**src/rtl/dacr_pkg.sv**
```systemverilog
// Shared constants and widths for the DAC ramp increment encoder.
package dacr_pkg;

	localparam int NUM_CHANNELS = 8;
	localparam int CH_AW        = (NUM_CHANNELS > 1) ? $clog2(NUM_CHANNELS) : 1;

	localparam int CHAN_W = 3;
	localparam int TIME_W = 30;
	localparam int TARG_W = 26;
	localparam int CUR_W  = 25;
	localparam int ACC_W  = 32;
	localparam int STEP_W = 16;
	localparam int CODE_W = 16;

	localparam int DIV_CNT_W = $clog2(ACC_W);

	localparam int IN_DATA_W  = 88;
	localparam int OUT_DATA_W = 56;

	localparam int CODE_OFFSET    = 'h8000;
	localparam int FULL_SCALE_UV  = 10000000;
	localparam int USECS_PER_STEP = 1000000 / 100;
	localparam int MAX_STEPS      = 65535;

	localparam logic signed [TARG_W-1:0] START_FROM_CUR = 26'sd20000000;

	// v * 32768 / 10^7 reduces to v * 256 / 78125.
	localparam logic [16:0] CODE_DIV   = 17'(FULL_SCALE_UV / 128);
	localparam logic [23:0] RECIP_CODE = 24'((64'd1 << 40) / 64'(FULL_SCALE_UV / 128));
	localparam logic [26:0] RECIP_STEP = 27'((64'd1 << 40) / 64'(USECS_PER_STEP));

endpackage

```
**src/rtl/dacr_ram.sv**
```systemverilog
// Generic single-port-write, single-port-read RAM with registered read data.
module dacr_ram #(
	parameter int WIDTH = 32,
	parameter int DEPTH = 8
) (
	input  logic                                      clk,
	input  logic                                      we,
	input  logic [((DEPTH > 1) ? $clog2(DEPTH) : 1)-1:0] waddr,
	input  logic [WIDTH-1:0]                          wdata,
	input  logic [((DEPTH > 1) ? $clog2(DEPTH) : 1)-1:0] raddr,
	output logic [WIDTH-1:0]                          rdata
);

	logic [WIDTH-1:0] mem_q [DEPTH];

	always_ff @(posedge clk) begin
		if (we) begin
			mem_q[waddr] <= wdata;
		end
		rdata <= mem_q[raddr];
	end

endmodule

```
**src/rtl/dacr_div.sv**
```systemverilog
// Radix-2 restoring divider: accumulator distance over the step count.
module dacr_div import dacr_pkg::*; (
	input  logic              clk,
	input  logic              arst_n,
	input  logic              start,
	input  logic [ACC_W-1:0]  dividend,
	input  logic [STEP_W-1:0] divisor,
	output logic              done,
	output logic [ACC_W-1:0]  quotient,
	output logic [STEP_W-1:0] remainder
);

	logic                 busy_q;
	logic                 done_q;
	logic [DIV_CNT_W-1:0] cnt_q;
	logic [ACC_W-1:0]     quo_q;
	logic [STEP_W-1:0]    rem_q;
	logic [STEP_W-1:0]    divisor_q;

	logic [STEP_W:0] trial;
	logic [STEP_W:0] diff;
	logic            ge;

	// The dividend shifts out at the top while quotient bits enter at the bottom.
	assign trial = {rem_q, quo_q[ACC_W-1]};
	assign diff  = trial - {1'b0, divisor_q};
	assign ge    = trial >= {1'b0, divisor_q};

	always_ff @(posedge clk or negedge arst_n) begin
		if (!arst_n) begin
			busy_q <= 1'b0;
			done_q <= 1'b0;
			cnt_q  <= '0;
		end else begin
			done_q <= 1'b0;
			if (start) begin
				busy_q <= 1'b1;
				cnt_q  <= '0;
			end else if (busy_q) begin
				cnt_q <= cnt_q + 1'b1;
				if (cnt_q == DIV_CNT_W'(ACC_W - 1)) begin
					busy_q <= 1'b0;
					done_q <= 1'b1;
				end
			end
		end
	end

	always_ff @(posedge clk) begin
		if (start) begin
			quo_q     <= dividend;
			rem_q     <= '0;
			divisor_q <= divisor;
		end else if (busy_q) begin
			quo_q <= {quo_q[ACC_W-2:0], ge};
			rem_q <= ge ? diff[STEP_W-1:0] : trial[STEP_W-1:0];
		end
	end

	assign done      = done_q;
	assign quotient  = quo_q;
	assign remainder = rem_q;

endmodule

```
**src/rtl/dac_ramp_table_increment_encoder_unit.sv**
```systemverilog
// Top level of the DAC ramp increment encoder: sequencer, converters and accumulator RAM.
// One item at a time. A first-row item passes the multiply, code and prepare states and
// writes the channel's accumulator without an output; a later row of an unaffected
// channel then goes to the output state, and one of an affected channel first waits out
// the bit-serial divide of the 32-bit distance. The output state waits while the output
// holds an earlier result that has not been taken.
// Reset clears the sequencer and the output valid; accumulators hold nothing until written.
module dac_ramp_table_increment_encoder_unit import dacr_pkg::*; (
	input  logic                  clk,
	input  logic                  arst_n,
	input  logic                  s_tvalid,
	output logic                  s_tready,
	// channel, affected, row_time_us, target_value, current_value, zero fill
	input  logic [IN_DATA_W-1:0]  s_tdata,
	// first_row
	input  logic                  s_tuser,
	output logic                  m_tvalid,
	input  logic                  m_tready,
	// out_channel, step_count, increment, zero fill
	output logic [OUT_DATA_W-1:0] m_tdata
);

	typedef enum logic [6:0] {
		S_IDLE = 7'b0000001,
		S_MUL1 = 7'b0000010,
		S_MUL2 = 7'b0000100,
		S_CODE = 7'b0001000,
		S_PREP = 7'b0010000,
		S_DIV  = 7'b0100000,
		S_OUT  = 7'b1000000
	} state_t;

	state_t state_q;

	// Input fields.
	logic [CHAN_W-1:0] in_chan;
	logic              in_aff;
	logic [TIME_W-1:0] in_time;
	logic [TARG_W-1:0] in_targ;
	logic [CUR_W-1:0]  in_cur;
	logic [TARG_W-1:0] in_src;
	logic              in_accept;

	assign in_chan   = s_tdata[2:0];
	assign in_aff    = s_tdata[3];
	assign in_time   = s_tdata[33:4];
	assign in_targ   = s_tdata[59:34];
	assign in_cur    = s_tdata[84:60];
	assign in_accept = s_tvalid && s_tready;
	assign s_tready  = (state_q == S_IDLE);

	// A first row whose target carries the marker converts the present output instead.
	assign in_src = (s_tuser && ($signed(in_targ) >= START_FROM_CUR)) ?
		{in_cur[CUR_W-1], in_cur} : in_targ;

	// Item registers.
	logic              first_q;
	logic [CHAN_W-1:0] chan_q;
	logic              aff_q;
	logic [TIME_W-1:0] time_q;
	logic [TARG_W-1:0] mag_q;
	logic              neg_q;
	logic [ACC_W-1:0]  acc_q;
	logic [49:0]       p_code_q;
	logic [56:0]       p_time_q;
	logic [34:0]       m_code_q;
	logic [30:0]       m_time_q;
	logic [CODE_W-1:0] code_q;
	logic [STEP_W-1:0] steps_q;
	logic              up_q;
	logic              wr_pend_q;
	logic [ACC_W-1:0]  nacc_q;
	logic [ACC_W-1:0]  incr_q;
	logic              out_valid_q;
	logic [OUT_DATA_W-1:0] out_data_q;

	logic ch_ok;
	assign ch_ok = (32'(chan_q) < NUM_CHANNELS);

	// Reciprocal quotient estimates, one short at most, and their corrections.
	logic [17:0] q0_code;
	logic [16:0] q0_time;
	logic [34:0] r_code;
	logic [30:0] r_time;
	logic [18:0] qc;
	logic [17:0] qt;
	logic signed [19:0] csum;
	logic [CODE_W-1:0]  code_sat;
	logic [STEP_W-1:0]  steps_sat;

	assign q0_code = p_code_q[49:32];
	assign q0_time = p_time_q[56:40];
	assign r_code  = {1'b0, mag_q, 8'd0} - m_code_q;
	assign r_time  = {1'b0, time_q} - m_time_q;
	assign qc      = {1'b0, q0_code} + 19'(r_code >= 35'(CODE_DIV));
	assign qt      = {1'b0, q0_time} + 18'(r_time >= 31'(USECS_PER_STEP));
	assign csum    = neg_q ? (20'sd32768 - $signed({1'b0, qc})) :
		(20'sd32768 + $signed({1'b0, qc}));

	always_comb begin
		if (csum < 20'sd0) begin
			code_sat = '0;
		end else if (csum > 20'sd65535) begin
			code_sat = '1;
		end else begin
			code_sat = csum[CODE_W-1:0];
		end
		if (qt == '0) begin
			steps_sat = STEP_W'(1);
		end else if (qt > 18'(MAX_STEPS)) begin
			steps_sat = STEP_W'(MAX_STEPS);
		end else begin
			steps_sat = qt[STEP_W-1:0];
		end
	end

	// Accumulator RAM and divider.
	logic [ACC_W-1:0]  targ;
	logic [ACC_W-1:0]  ram_rdata;
	logic              ram_we;
	logic [ACC_W-1:0]  ram_wdata;
	logic              div_start;
	logic [ACC_W-1:0]  div_dividend;
	logic              div_done;
	logic [ACC_W-1:0]  div_quo;
	logic [STEP_W-1:0] div_rem;
	logic              out_load;
	logic              acc_up;

	assign targ     = {code_q, 16'd0};
	assign acc_up   = acc_q < targ;
	assign out_load = (state_q == S_OUT) && (!out_valid_q || m_tready);

	always_comb begin
		ram_we       = 1'b0;
		ram_wdata    = nacc_q;
		div_start    = 1'b0;
		div_dividend = acc_up ? (targ - acc_q) : (acc_q - targ);
		case (state_q)
			S_PREP: begin
				if (first_q) begin
					ram_we    = ch_ok;
					ram_wdata = aff_q ? targ : '0;
				end else if (ch_ok && aff_q) begin
					div_start = 1'b1;
				end
			end
			S_OUT: begin
				ram_we = out_load && wr_pend_q;
			end
			default: begin
				ram_we = 1'b0;
			end
		endcase
	end

	dacr_ram #(
		.WIDTH(ACC_W),
		.DEPTH(NUM_CHANNELS)
	) u_acc_ram (
		.clk  (clk),
		.we   (ram_we),
		.waddr(CH_AW'(chan_q)),
		.wdata(ram_wdata),
		.raddr(CH_AW'(in_chan)),
		.rdata(ram_rdata)
	);

	dacr_div u_div (
		.clk      (clk),
		.arst_n   (arst_n),
		.start    (div_start),
		.dividend (div_dividend),
		.divisor  (steps_q),
		.done     (div_done),
		.quotient (div_quo),
		.remainder(div_rem)
	);

	// Sequencer and output valid.
	always_ff @(posedge clk or negedge arst_n) begin
		if (!arst_n) begin
			state_q     <= S_IDLE;
			out_valid_q <= 1'b0;
		end else begin
			if (out_load) begin
				out_valid_q <= 1'b1;
			end else if (m_tready) begin
				out_valid_q <= 1'b0;
			end
			case (state_q)
				S_IDLE: begin
					if (in_accept) begin
						state_q <= S_MUL1;
					end
				end
				S_MUL1: state_q <= S_MUL2;
				S_MUL2: state_q <= S_CODE;
				S_CODE: state_q <= S_PREP;
				S_PREP: begin
					if (first_q) begin
						state_q <= S_IDLE;
					end else if (ch_ok && aff_q) begin
						state_q <= S_DIV;
					end else begin
						state_q <= S_OUT;
					end
				end
				S_DIV: begin
					if (div_done) begin
						state_q <= S_OUT;
					end
				end
				S_OUT: begin
					if (out_load) begin
						state_q <= S_IDLE;
					end
				end
				default: state_q <= S_IDLE;
			endcase
		end
	end

	// Datapath registers.
	always_ff @(posedge clk) begin
		if (in_accept) begin
			first_q <= s_tuser;
			chan_q  <= in_chan;
			aff_q   <= in_aff;
			time_q  <= in_time;
			neg_q   <= in_src[TARG_W-1];
			mag_q   <= in_src[TARG_W-1] ? (TARG_W'(0) - in_src) : in_src;
		end
		if (state_q == S_MUL1) begin
			acc_q    <= ram_rdata;
			p_code_q <= {24'd0, mag_q} * {26'd0, RECIP_CODE};
			p_time_q <= {27'd0, time_q} * {30'd0, RECIP_STEP};
		end
		if (state_q == S_MUL2) begin
			m_code_q <= {17'd0, q0_code} * {18'd0, CODE_DIV};
			m_time_q <= {14'd0, q0_time} * 31'(USECS_PER_STEP);
		end
		if (state_q == S_CODE) begin
			code_q  <= code_sat;
			steps_q <= steps_sat;
		end
		if (state_q == S_PREP) begin
			up_q      <= acc_up;
			incr_q    <= '0;
			wr_pend_q <= 1'b0;
		end
		// Since distance = quotient * steps + remainder, the advanced accumulator lands the
		// remainder short of the target: below it on the way up and above it on the way down.
		if ((state_q == S_DIV) && div_done) begin
			incr_q    <= up_q ? div_quo : (ACC_W'(0) - div_quo);
			nacc_q    <= up_q ? (targ - {16'd0, div_rem}) : (targ + {16'd0, div_rem});
			wr_pend_q <= 1'b1;
		end
		if (out_load) begin
			out_data_q <= {5'd0, incr_q, steps_q, chan_q};
		end
	end

	assign m_tvalid = out_valid_q;
	assign m_tdata  = out_data_q;

endmodule
```
**config.mk**
```make
export PLATFORM = sky130hd
export DESIGN_NAME = dac_ramp_table_increment_encoder_unit
export DESIGN_NICKNAME = d
export VERILOG_FILES = /design/src/rtl/dacr_pkg.sv /design/src/rtl/dacr_ram.sv /design/src/rtl/dacr_div.sv /design/src/rtl/dac_ramp_table_increment_encoder_unit.sv
export SDC_FILE = /design/constraint.sdc
export NUM_CORES = 2
export LEC_CHECK = 0
export ABC_CLOCK_PERIOD_IN_PS = 6600
export BUFFER_PORTS_ARGS = -buffer_cell sky130_fd_sc_hd__buf_4
export CAP_MARGIN = 40
export CORE_MARGIN = 4
export CORE_UTILIZATION = 35
export DETAILED_ROUTE_END_ITERATION = 6
export PLACE_DENSITY = 0.58
export SYNTH_ARGS = -nofsm -noshare
export SYNTH_HDL_FRONTEND = slang
export SYNTH_SLANG_ARGS = --single-unit
```
**constraint.sdc**
```tcl
create_clock -name clk -period 6.6 [get_ports clk]
set_input_delay 0.33 -clock clk [delete_from_list [all_inputs] [get_ports clk]]
set_output_delay 0.33 -clock clk [all_outputs]
set_load 0.01 [all_outputs]
```
### Word-level counts from Yosys, hierarchy flattened

Memory sizes are Yosys's and may differ from the RTL's. A register that Yosys moved wholly into a read port is not among the register bits.
Index checks and enable logic that the tools add are counted.

* logic and storage cells: 118
* memories: 1
* RAM bits: 256
* bits of input ports: 93
* register bits: 488

* add/sub/neg operators: 14
* reduce and logical (&&, ||, !) cells: 13
* multiply operators: 4
* muxes and demuxes: 39
* equal/unequal tests: 11
* order comparisons: 8

Memories
* u_acc_ram.mem_q: depth 8, bits a word 32, rd ports 1, clocked after Yosys merged registers in 1, wr ports 1, RTL line dacr_ram.sv:14 `logic [WIDTH-1:0] mem_q [DEPTH];`

Operators by type and width (count)
* $mux W32: 10
* $sub A32 B32 Y32: 2
* $mul A30 B26 Y56 const B: 1
* $pmux W7 S7: 1
* $mul A26 B22 Y48 const B: 1
* $mux W16: 3
* $ge A35 B17 Y1 const B: 1
* $mul A18 B17 Y35 const B: 1
* $mux W7: 5
* $sub A34 B35 Y35: 1
* $add A32 B16 Y32: 1
* $lt A32 B32 Y1: 1
* $sub A1 B32 Y32 const A: 1
* $sub A32 B16 Y32: 1
* $ge A31 B14 Y1 const B: 1
* $sub A30 B31 Y31: 1
* $mul A17 B10 Y27 const B: 1
* $ge A26 B26 Y1 const B: 1
* $mux W26: 1
* $sub A1 B26 Y26 const A: 1
* $mux W25: 1
* $add A16 B19 Y20 const A: 1
* $gt A20 B17 Y1 const B: 1
* $lt A20 B1 Y1 const B: 1
* other kinds (28): 49

### Logic depth before layout (Yosys ltp)

* word-level depth: 7
* mapped depth: 27
* mapped depth without buffers: 25

### By module

Synthesis repeated with hierarchy kept, for this count alone.

* cell total of the unflattened synthesis: 5830
* area, all modules: 66442.5 µm²

By module, submodules not included
* dac_ramp_table_increment_encoder_unit: times used 1, area an instance 52227.6 µm², cells each 5099, sequential area each 10401.2 µm²
* dacr_ram: times used 1, area an instance 10466.3 µm², cells each 415, sequential area each 8328.0 µm²
* dacr_div: times used 1, area an instance 3748.6 µm², cells each 316, sequential area each 1936.9 µm²

### Worst setup path after synthesis

Ideal clock, no wire load.

* path kind: flip-flop to flip-flop
* start point: reg time_q[15]
* end point: reg p_time_q[56], data pin
* clock period less this slack: 6.695 ns
* data arrival time: 6.435 ns
* slack: -0.095 ns
* path buffers: 0
* stages on the path, launching flop included: 23
* cells stage by stage: edfxtp_1 -> ha_1 -> inv_1 -> fa_1 -> fa_1 -> fa_1 -> inv_1 -> fa_1 -> inv_1 -> fa_1 -> inv_1 -> fa_1 -> ha_1 -> nand3_1 -> a2111oi_0 -> nand3_1 -> a211oi_1 -> o31a_1 -> a31o_2 -> a211oi_1 -> o31ai_1 -> a21oi_1 -> xnor2_1

* word-level cells in the longest chain between the ends: 1

Ends and longest elaborated chain
* start, declared: RTL line dac_ramp_table_increment_encoder_unit.sv:60 `logic [TIME_W-1:0] time_q;`
* start signal, assigned: RTL line dac_ramp_table_increment_encoder_unit.sv:230 `time_q <= in_time;`
* $mul A30 B26 Y56: RTL line dac_ramp_table_increment_encoder_unit.sv:237 `p_time_q <= {27'd0, time_q} * {30'd0, RECIP_STEP};`
* end signal, assigned: RTL line dac_ramp_table_increment_encoder_unit.sv:237
* end, declared: RTL line dac_ramp_table_increment_encoder_unit.sv:65 `logic [56:0] p_time_q;`

Every way passes these cells.
A chain may end at the register's enable or synchronous reset.

### Final worst setup path

* start point: reg mag_q[17]
* end point: reg p_code_q[49], data pin

* word-level cells in the longest chain between the ends: 1

Ends and longest elaborated chain
* start, declared: RTL line dac_ramp_table_increment_encoder_unit.sv:61 `logic [TARG_W-1:0] mag_q;`
* start signal, assigned: RTL line dac_ramp_table_increment_encoder_unit.sv:232 `mag_q <= in_src[TARG_W-1] ? (TARG_W'(0) - in_src) : in_src;`
* $mul A26 B22 Y48: RTL line dac_ramp_table_increment_encoder_unit.sv:236 `p_code_q <= {24'd0, mag_q} * {26'd0, RECIP_CODE};`
* end signal, assigned: RTL line dac_ramp_table_increment_encoder_unit.sv:236
* end, declared: RTL line dac_ramp_table_increment_encoder_unit.sv:64 `logic [49:0] p_code_q;`

Every way passes these cells.

==> reports/summary.md <==
The cell count after synthesis came out at 5,857. The reported max-cap violation count was 0. Subtracting the final worst setup slack from the clock period gives 6.71 ns.

Measured in cells, the most critical reg-to-reg path has a length of 23. Net count reported at finish: 8,221. The logs give 0 for the final routed DRC violation total and 43,742 for the total number of vias. Of all nets on the critical path, the largest fanout is 4. The critical path's most frequent cell is sky130_fd_sc_hd__fa_1.

The finished cells cover 77,900 sq um. Detailed placement finished with a half-perimeter wire length of 137 mm. The die is 442 um tall.

The core outline area is 188,000 sq um. After detailed routing, the average wire length per cell comes to 18.6 um. The critical path goes through buf_6, fa_1, fa_1, inv_2, fa_1, inv_1, fa_1, inv_2, fa_1, inv_2, fa_2, fa_1, ha_4, a21oi_2, o211ai_1, a221oi_2, nand2_1, a211o_1, nand3_4, o31ai_4, o41a_1, a21oi_2, xnor2_1. TritonCTS built the clock tree.

At the later pin of the worst-skew pair, clock insertion delay measures 0.70 ns. Between clock sinks in the finished design, the worst skew comes to 0.0552 ns. The run gives 1 as the number of antenna violations at the first check in global routing. The tree built by TritonCTS fans out to 707 sinks. After clock tree synthesis, the clock-pin slew on the worst setup and hold paths is 0.06 ns. For this run, the top clock speed supported by timing is 0.149 GHz. The period utilization was 1.02. The tools report the element type at the critical path start as a flip-flop. STA classifies the critical path endpoint as a flip-flop.

The logs give 0 for the remaining global-route overflow and 2,718 for the starting DRC count in detailed routing. In this run the deepest clock path goes through 3 buffers. In this run the clock root is driven by a sky130_fd_sc_hd__clkbuf_16. Critical setup path kind: reg -> reg. 0 antenna diodes ended up in the layout.

The level count of the clock H-tree is 3. The setup check on the worst reg-to-reg path leaves a slack of -0.11 ns. In this run the horizontal extent of the chip is 442 um.

For the worst setup path, the data arrival time is 7.14 ns. The share of post-route cells with drive strength above 1 is 0.162. The total setup violations reported at the end of the flow is 5. For the worst setup path, the data required time is 7.02 ns. For the netlist area before placement, the log shows 66,000 sq um.

The checks that failed: negative setup slack. Entering global routing, the biggest net connects 63 pins. The post-synthesis average cell area is 11.3 sq um. The flow ran to the end, but the final reports show violations. Most used flip-flop cell after synthesis: sky130_fd_sc_hd__edfxtp_1.

The number of global-route vias before repair is 46,553, and the length of the first detailed-routing pass in iterations is 6. Buffers placed on the I/O ports in this run total 142. In this design, the stage delay of the slowest critical-path cell is 0.54 ns. Yosys printed 0 warnings. The share of flip-flops with an asynchronous set or reset is 0.0212. The classification of the worst-slack hold path is in -> async. The worst register-to-register path ends at p_code_q[49]$_DFFE_PP_.

The critical-path cell with the highest stage delay is sky130_fd_sc_hd__fa_1. Area after detailed placement: 73,100 sq um. For the final-report hold violation count, the log shows 0. The run gives 0.352 as the initial standard-cell utilization of the core.

The tools report the start of the worst register-to-register path as mag_q[17]$_DFFE_PP_. Setup repair after global routing could not meet its margin everywhere. The die covers 196,000 sq um.

The number of synthesized register bits was 707. Total routed wirelength: 168 mm. The top-level port count is 151.

At the end of routability-driven placement, the weighted congestion stood at 0.909. The actual slew at the worst max-slew pin came out at 0.933 ns. The number of pins with negative max-slew slack in the final report came out at 0. The number of flops mapped to enable cells by yosys works out to 643. The area growth from synthesis to layout is 18.0%. The share of the yosys chip area belonging to registers is 0.313, and the distinct cell type count after synthesis is 99. The number of routed nets with antenna violations is 0, and the number of vias per cell is 4.82.

The total CTS buffers was 81. The first global-routing pass estimated 266 mm of wire. The logs give 0.173 for the global-route usage over all layers and 0.371 for the normalized max-slew margin.

The floorplan has 159 rows. For the worst setup slack after layout, the log shows -0.115 ns.
==> registers in the layout, summed over array words and instances (netlist names), 17 cells and up <==
signal	flops
u_acc_ram.mem_q	256
m_code_q	35
nacc_q	32
u_div.quotient	32
m_tdata	51
acc_q	32
p_time_q	17
p_code_q	18
mag_q	26
time_q	30
u_acc_ram.rdata	32
m_time_q	27
incr_q	32
==> placed cells by master, fill, tap and decap left out, types with 38 or more instances in the layout <==
master                          count
sky130_fd_sc_hd__xor2_1            80
sky130_fd_sc_hd__nor2_1           205
sky130_fd_sc_hd__edfxtp_1         643
sky130_fd_sc_hd__dlygate4sd3_1     44
sky130_fd_sc_hd__inv_1           1327
sky130_fd_sc_hd__o21ai_0          182
sky130_fd_sc_hd__nand2b_1          38
sky130_fd_sc_hd__mux4_2            64
sky130_fd_sc_hd__a21oi_1          239
sky130_fd_sc_hd__buf_4            575
sky130_fd_sc_hd__xnor2_1          195
sky130_fd_sc_hd__a21o_1            80
sky130_fd_sc_hd__mux2_2            39
sky130_fd_sc_hd__ha_1             827
sky130_fd_sc_hd__clkbuf_16         82
sky130_fd_sc_hd__fa_1             725
sky130_fd_sc_hd__nand3_1           62
sky130_fd_sc_hd__mux2i_1           39
sky130_fd_sc_hd__dfxtp_1           49
sky130_fd_sc_hd__nand2_1          232
sky130_fd_sc_hd__nor3_1            71
==> how the worst max path moves through the flow <==
stage                         start                     end  slack, ns
6_report        mag_q[17]$_DFFE_PP_  p_code_q[49]$_DFFE_PP_      -0.11
3_3_place_gp    mag_q[16]$_DFFE_PP_  p_code_q[49]$_DFFE_PP_      -0.31
5_1_grt         mag_q[12]$_DFFE_PP_  p_code_q[49]$_DFFE_PP_      -0.29
2_1_floorplan  time_q[11]$_DFFE_PP_  p_time_q[50]$_DFFE_PP_       0.02
4_1_cts         mag_q[16]$_DFFE_PP_  p_code_q[49]$_DFFE_PP_      -0.08
3_5_place_dp    mag_q[16]$_DFFE_PP_  p_code_q[49]$_DFFE_PP_      -0.42
==> layer usage <==
layer / GRT usage / vias up / part of all wire
met5: 0 / - / 0
met4: 0.0346 / 0 / 0.020
met3: 0.0207 / 176 / 0.037
met2: 0.292 / 753 / 0.48
met1: 0.239 / 21964 / 0.46
li1: - / 20849 / -
==> synthesized netlist by cell type (all sizes together), types with 10 or more instances <==
master | number | area [sq um]
mux2i | 39 | 390
fa | 753 | 15100
or2 | 10 | 62.6
dfrtp | 14 | 350
nor3 | 76 | 385
o31ai | 22 | 180
a31oi | 30 | 200
buf | 30 | 159
nor2 | 216 | 821
nand4 | 34 | 219
xor2 | 80 | 701
nand2 | 235 | 882
clkbuf | 60 | 225
o21ai | 198 | 991
nand3b | 16 | 120
and2 | 22 | 138
o211ai | 10 | 80.1
o21bai | 24 | 180
xnor2 | 197 | 1730
a21o | 80 | 601
and3 | 32 | 200
nor2b | 28 | 175
mux4 | 64 | 1440
or3 | 24 | 155
nand3 | 66 | 330
a211oi | 26 | 208
edfxtp | 643 | 19300
inv | 1359 | 5100
o21a | 25 | 188
nor3b | 13 | 97.6
ha | 867 | 10800
o41ai | 13 | 136
mux2 | 39 | 439
nand2b | 38 | 238
dfxtp | 49 | 981
nor4 | 28 | 175
a21oi | 259 | 1300
==> logic make-up after synthesis <==
group / after synthesis / share of synthesized area
buffers and inverters: 1450 / 0.0831
adder cells (fa/ha/maj): 1620 / 0.393
other: 1 / 0.0000568
AND/OR/NAND/NOR: 871 / 0.0650
multiplexers: 142 / 0.0344
AO/OA/AOI/OAI: 789 / 0.0752
flip-flops: 707 / 0.313
XOR/XNOR: 277 / 0.0367
==> final cells by class <==
cell class,instances,area (sq um)
fillers,17895,110000
multi-input cells,3704,41000
clock buffers,101,2210
inverters,1360,5110
clock inverters,50,592
well taps,2495,3120
repair buffers,654,5220
flip-flops and latches,707,20700
==> timing repair <==
item / 4_1_cts / 5_1_grt
pin swaps: 36 / 146
endpoints found under the hold margin: 55 / 0
gates cloned: 0 / 0
resized for setup: 57 / 168
setup buffers: 22 / 34
hold buffers: 44 / 0
endpoints found under the setup margin: 22 / 52
==> metrics by stage <==
step            util  worst slack (ns)  hold slack [ns]  instances  setup TNS [ns]
2_1_floorplan      -            0.0183           0.0344       5861               0
3_3_place_gp   0.389            -0.312            0.239       8813           -2.30
3_5_place_dp   0.389            -0.422            0.242       8821           -3.75
4_1_cts        0.409           -0.0788         0.000350       9038          -0.157
5_1_grt        0.415            -0.293           0.0515       9071           -3.31
6_report       0.415            -0.115           0.0637       9071          -0.285
==> worst max-delay path, delay by kind of cell (launching register included) <==
family          cells  cell delay (ns)
fa+ha+maj           8             3.78
xor+xnor            1             0.07
flops               1             0.44
simple gates        2             0.22
compound gates      7             1.55
buf+inv             5             0.36
Power is not shown: default switching activity piles up to over one toggle a cycle in this logic, so the estimate is an artifact.
